File: src/sv/pwf_pkg.sv
`default_nettype none
package pwf_pkg;

  localparam int WORD_W           = 32;
  localparam int FREQ_W           = 31;
  localparam int IDX_W            = 3;
  localparam int CORDIC_STEPS_DEF = 16;
  localparam int MAX_STEPS        = 32;

  // floored Q.16 product, phase sum, cross component
  localparam int PROD_W  = 48;
  localparam int SUM_W   = 50;
  localparam int CROSS_W = 49;
  // CORDIC datapath and reduced phase
  localparam int CW      = 34;
  localparam int PH_W    = 19;
  localparam int ANG_W   = 20;

  localparam int TWO_PI_Q16  = 411775;
  localparam int PI_Q16      = 205887;
  localparam int HALF_PI_Q16 = 102944;
  localparam int GAIN_Q30    = 652032874;

  // register indexes
  localparam logic [IDX_W-1:0] REG_K_X   = 3'd0;
  localparam logic [IDX_W-1:0] REG_K_Y   = 3'd1;
  localparam logic [IDX_W-1:0] REG_K_Z   = 3'd2;
  localparam logic [IDX_W-1:0] REG_FREQ  = 3'd3;
  localparam logic [IDX_W-1:0] REG_AMP_X = 3'd4;
  localparam logic [IDX_W-1:0] REG_AMP_Y = 3'd5;
  localparam logic [IDX_W-1:0] REG_AMP_Z = 3'd6;

  // atan(2^-i) in Q2.30, truncated
  function automatic logic [31:0] atan_q30(input logic [4:0] i);
    logic [31:0] r;
    unique case (i)
      5'd0:  r = 32'd843314856;
      5'd1:  r = 32'd497837829;
      5'd2:  r = 32'd263043836;
      5'd3:  r = 32'd133525158;
      5'd4:  r = 32'd67021686;
      5'd5:  r = 32'd33543515;
      5'd6:  r = 32'd16775850;
      5'd7:  r = 32'd8388437;
      5'd8:  r = 32'd4194282;
      5'd9:  r = 32'd2097149;
      5'd10: r = 32'd1048575;
      5'd11: r = 32'd524287;
      5'd12: r = 32'd262143;
      5'd13: r = 32'd131071;
      5'd14: r = 32'd65535;
      5'd15: r = 32'd32767;
      5'd16: r = 32'd16383;
      5'd17: r = 32'd8191;
      5'd18: r = 32'd4095;
      5'd19: r = 32'd2047;
      5'd20: r = 32'd1023;
      5'd21: r = 32'd511;
      5'd22: r = 32'd255;
      5'd23: r = 32'd127;
      5'd24: r = 32'd63;
      5'd25: r = 32'd31;
      5'd26: r = 32'd15;
      5'd27: r = 32'd7;
      5'd28: r = 32'd3;
      5'd29: r = 32'd1;
      default: r = 32'd0;
    endcase
    return r;
  endfunction

endpackage
`default_nettype wire

File: src/sv/pwf_scale.sv
`default_nettype none
module pwf_scale (
  input  wire logic                                clk,
  input  wire logic                                en,
  input  wire logic signed [pwf_pkg::CROSS_W-1:0]  val,
  input  wire logic signed [pwf_pkg::CW-1:0]       cos_q,
  output logic signed      [pwf_pkg::WORD_W-1:0]   res
);
  import pwf_pkg::*;

  localparam int VH_W = CROSS_W - 16;
  localparam int A_W  = VH_W + CW;
  localparam int BL_W = 17 + CW;
  localparam int BH_W = BL_W - 16;
  localparam int S_W  = A_W + 1;
  localparam logic signed [S_W-1:0] SAT_HI = S_W'((64'sd1 <<< (WORD_W - 1)) - 1);
  localparam logic signed [S_W-1:0] SAT_LO = -SAT_HI - 1;

  logic signed [VH_W-1:0] vh;
  logic signed [A_W-1:0]  a_prod;
  logic signed [BL_W-1:0] bl_prod;
  logic signed [A_W-1:0]  a_r;
  logic signed [BH_W-1:0] bh_r;
  logic signed [S_W-1:0]  sum, shf;
  logic signed [WORD_W-1:0] res_r;

  // split the value at bit 16 to keep each multiplier narrow
  assign vh      = VH_W'(val >>> 16);
  assign a_prod  = vh * cos_q;
  assign bl_prod = $signed({1'b0, val[15:0]}) * cos_q;

  always_ff @(posedge clk) begin
    if (en) begin
      a_r  <= a_prod;
      bh_r <= BH_W'(bl_prod >>> 16);
    end
  end

  // recombine, floor to Q.16 and saturate
  assign sum = S_W'(a_r) + S_W'(bh_r);
  assign shf = sum >>> 14;

  always_ff @(posedge clk) begin
    if (en) begin
      if (shf > SAT_HI) begin
        res_r <= WORD_W'(SAT_HI);
      end else if (shf < SAT_LO) begin
        res_r <= WORD_W'(SAT_LO);
      end else begin
        res_r <= WORD_W'(shf);
      end
    end
  end

  assign res = res_r;

endmodule
`default_nettype wire

File: config.mk
export PLATFORM = sky130hd
export DESIGN_NAME = pwf_scale
export DESIGN_NICKNAME = d
export VERILOG_FILES = /design/src/sv/pwf_pkg.sv /design/src/sv/pwf_scale.sv
export SDC_FILE = /design/constraint.sdc
export NUM_CORES = 2
export LEC_CHECK = 0
export BUFFER_PORTS_ARGS = -buffer_cell sky130_fd_sc_hd__buf_2
export CORE_MARGIN = 4
export CORE_UTILIZATION = 53
export DETAILED_ROUTE_END_ITERATION = 12
export GPL_ROUTABILITY_DRIVEN = 0
export PLACE_DENSITY = 0.69
export SLEW_MARGIN = 10
export SYNTH_ARGS = -nofsm -noshare
export SYNTH_HDL_FRONTEND = slang
export SYNTH_SLANG_ARGS = --single-unit
File: constraint.sdc
create_clock -name clk -period 12.84 [get_ports clk]
set_input_delay 1.284 -clock clk [delete_from_list [all_inputs] [get_ports clk]]
set_output_delay 1.284 -clock clk [all_outputs]
set_load 0.02 [all_outputs]
# [Word level (Yosys, flattened, before mapping)]
# Index checks and enable logic that the tools add are counted.
[totals] output_inout_bits=32 register_bits=134 word_cells=9
[classes] mux=1 multipliers=2 n_addsub=1 n_lt_le_gt_ge=2
[ops] cell="67-bit by 35-bit adder with 68-bit output" count=1
[ops] cell="33-bit by 34-bit multiplier with 67-bit output" count=1
[ops] cell="54-bit by 32-bit > comparator with 1-bit output (second input constant)" count=1
[ops] cell="54-bit by 32-bit < comparator with 1-bit output (second input constant)" count=1
[ops] cell="17-bit by 34-bit multiplier with 51-bit output" count=1
[ops] cell="32-bit 2-to-1 mux" count=1

# [Logic depth before layout (Yosys ltp)]
[depth] ltp_word=3 mapped_depth=31 depth_no_buf=30

# [Worst setup path before layout]
# No wires, ideal clock.
[synth_timing] path_type="input port to flip-flop" from="in cos_q[16] in the netlist's numbering" to="reg a_r[64], data pin" arrival_ns=8.650 stages=29 required_time_ns=12.576 setup_slack_ns=3.927 cell_sequence="clkbuf_1 clkbuf_1 nand2_1 fa_1 fa_1 fa_1 inv_1 fa_1 inv_1 fa_1 inv_1 fa_1 fa_1 inv_1 fa_1 inv_1 ha_1 a21oi_1 a21oi_1 a211oi_1 nor2_1 a211oi_1 a21oi_1 a21oi_1 o31ai_1 o31ai_1 inv_1 a221oi_1 xnor2_1"
[synth_via] elab_chain_cells=1
[synth_rtl] item="start: declaration" line="pwf_scale.sv:6" source="input wire logic signed [pwf_pkg::CW-1:0] cos_q,"
[synth_rtl] item="33-bit by 34-bit multiplier with 67-bit output" line="pwf_scale.sv:29" source="assign a_prod = vh * cos_q;"
[synth_rtl] item="net a_prod[64]" line="pwf_scale.sv:20" source="logic signed [A_W-1:0] a_prod;"
[synth_rtl] item="end signal: assignment" line="pwf_scale.sv:34" source="a_r <= a_prod;"
[synth_rtl] item="end: declaration" line="pwf_scale.sv:22" source="logic signed [A_W-1:0] a_r;"
# The timed path passes the listed nets, and every way through them passes these cells.
# A chain may end at the register's enable or synchronous reset.

# [Worst setup path in the final report]
[layout_timing] from="in cos_q[33] in the netlist's numbering" to="reg a_r[64], data pin"
# Same word-level chain as after synthesis.

==> flow_summary.yaml <==
outcome:
  status: "finished clean"
routing:
  drt-wirelength-per-cell_um: 20.9
  wl_um: 181000
  dr.pass1.iters: 9
  ant_nets: 0
  via_count: 48100
  vias_per_cell: 5.55
  remaining_drc_errors: 0
  drt_iter0_markers: 3515
cts:
  cts_sinks: 134
  cts_setup_buffers: 0
  ctsHtreeMaxLevel: 4
  root_buffer: "clkbuf_16"
  cts_resized: 0
  cts_buffers: 17
  hold_buffers: 0
  clkTransAtPathRegs_ps: 60
  cts_tree: "built"
  clock_latency_ps: 440
  clock_tree.buffer_depth: 2
critical_path:
  crit_path_start_kind: "primary input"
  slowest_delay_ps: 960
  r2r_start: "bh_r[34]$_DFFE_PP_"
  crit_fanout: 33
  path_buf_inv: 11
  r2r-end: "res[4]$_SDFFCE_PN1P_"
  required_ps: 13020
  r2r_cells: 13
  slowest_stage: "fa_1"
  cp.arrival_ps: 10260
  critical_path_class: "in -> reg"
  cp.depth: 30
  reg2reg_slack_ps: 7490
  critical-path-top-delay-family: "adder cells"
  end_kind: "flop"
floorplanning:
  fp.dieArea_mm2: 0.131
  rows: 129
  initial_core_util_pct: 53.6
  io_pins: 117
  die_h_um: 362
  core_mm2: 0.124
  die_x_um: 362
job:
  drv_cap: 0
min_path:
  hold_end: "res[6]$_SDFFCE_PN1P_"
  min_path_type: "reg -> reg"
  min-delay-start: "bh_r[20]$_DFFE_PP_"
  holdPathStages: 4
timing:
  fmax_mhz: 99.2
  hold_viol: 0
  post-route-period-util_pct: 78.5
  fin_tns_setup_ps: 0
  tightest_slew_ps: 1230
  skew_ps: 9.50
  layout_min_cycle_time_ps: 10080
  maxSlewViolCount: 0
  slew_headroom_pct: 17.5
  grt_setup_unrepaired: "false"
  setup_viol: 0
  worst_slack_ps: 2760
finish:
  finalNonFillerCells: 8669
  syn_to_final_growth_pct: 3.43
  final_cell_area_mm2: 0.0688
  final_layout_size_suffix_gt1_share_pct: 3.85
  final_common_cell: "inv_1"
  fillCellCount: 11100
  fin_nets: 9189
  layout_common_cells: "1,766 x inv_1, 1,691 x fa_1, 1,027 x nand2_1"
logic_synthesis:
  synth_area_leaders: "fa_1 51%, inv_1 10%, ha_1 7.6%, and2_1 7.2%, edfxtp_1 6.0%"
  yosysTopAreaCellShare_pct: 50.9
  synth_edf_count: 134
  synth_seq_area_share_pct: 6.05
  synth.ff_latch_count: 134
  yosysWarnings: 0
  yosys_most_used_dff: "edfxtp_1"
  synth_top_area_cell: "fa_1"
  syn_area_mm2: 0.0666
  postSynth.asyncResetShare_pct: 0
  synth.net_count: 9362
  avgSynthCellArea_um2: 9.27
  yosysUniqueCellTypes: 77
  postSynthCellCount: 7182
global_routing:
  grt_first_pass_wirelength_um: 294000
  grt-ovfl-total: 0
  track_usage_pct: 28.8
  antenna_found_initial: 27
  grt_max_degree: 71
  grt_pass1_vias: 52900
placement:
  place_hpwl_um: 143000
  place_inst: 8627
  io_buffers: 116
  pre_cts_ws_ps: 2320
  postPlaceCellArea_mm2: 0.0682
==> metrics by stage <==
| stage | util [%] | hold WS, ps |
|---|---|---|
| 2_1_floorplan | - | 850 |
| 3_3_place_gp | 54.9 | 953 |
| 3_5_place_dp | 54.9 | 958 |
| 4_1_cts | 55.4 | 971 |
| 5_1_grt | 55.4 | 1030 |
| 6_report | 55.4 | 975 |
==> worst max path at each step <==
stage                                   end      start  slack, ps
after CTS                 a_r[64]$_DFFE_PP_  cos_q[33]       2780
after global routing      a_r[64]$_DFFE_PP_  cos_q[33]       2200
after floorplan           a_r[64]$_DFFE_PP_  cos_q[16]       3930
after global placement    a_r[64]$_DFFE_PP_  cos_q[33]       2600
final                     a_r[64]$_DFFE_PP_  cos_q[33]       2760
after detailed placement  a_r[64]$_DFFE_PP_  cos_q[33]       2320
==> cell type report <==
type,count,area [µm²],share of cell area (%)
Clock buffer,18,429,0.623
Inverter,1767,6630,9.64
Multi-Input combinational cell,4909,54400,79.1
Timing Repair Buffer,180,1070,1.55
Antenna cell,10,25.0,0.0364
Sequential cell,134,4020,5.85
Tap cell,1637,2050,2.98
Clock inverter,14,164,0.238
==> routing by layer <==
layer / part of all wire [%] / wire length, µm / GRT usage, % / vias to the layer above
li1: - / - / - / 20700
met1: 40 / 72200 / 38.4 / 24800
met2: 46 / 84000 / 46.8 / 2198
met3: 11 / 19600 / 7.81 / 397
met4: 3.0 / 5460 / 7.82 / 20
met5: 0.080 / 145 / 0 / -
==> cells in the mapped netlist (all sizes together), types with 35 or more instances <==
| cell | instances |
|---|---|
| o21ai | 100 |
| a21o | 90 |
| clkbuf | 339 |
| inv | 1766 |
| edfxtp | 134 |
| ha | 404 |
| nand2b | 35 |
| fa | 1691 |
| xnor2 | 107 |
| nor2 | 114 |
| nand2 | 1027 |
| a21oi | 168 |
| and2 | 764 |
| xor2 | 48 |
==> worst register-to-register path: stages (launching register included) <==
cell,delay (ps)
edfxtp_1,860
ha_1,720
nand4_1,180
or3_1,420
nor2_1,260
o211ai_2,230
nand2_1,220
a21oi_1,130
a21oi_1,240
and2_1,160
o31a_1,900
inv_1,190
buf_4,350
o221ai_2,310
==> state kept, by name, summed over array words and instances, names as in the netlist <==
signal and cells:
a_r 67, bh_r 35, res 32
==> kinds of logic (layout without fill, tap and decap cells) <==
| family | Yosys count | count (layout) | synth area share (%) |
|---|---|---|---|
| buf+inv | 2139 | 1979 | 12.2 |
| simple gates | 2108 | 2108 | 15.5 |
| fa+ha+maj | 2095 | 2095 | 58.5 |
| compound gates | 550 | 550 | 5.75 |
| xor+xnor | 155 | 155 | 2.04 |
| flops | 134 | 134 | 6.05 |
| mux | 1 | 1 | 0.0150 |
| other cells | 0 | 10 | 0 |
Power is left out: the tool's default activity adds up to more than one toggle a clock period on the data nets, which glitch-free logic cannot reach.
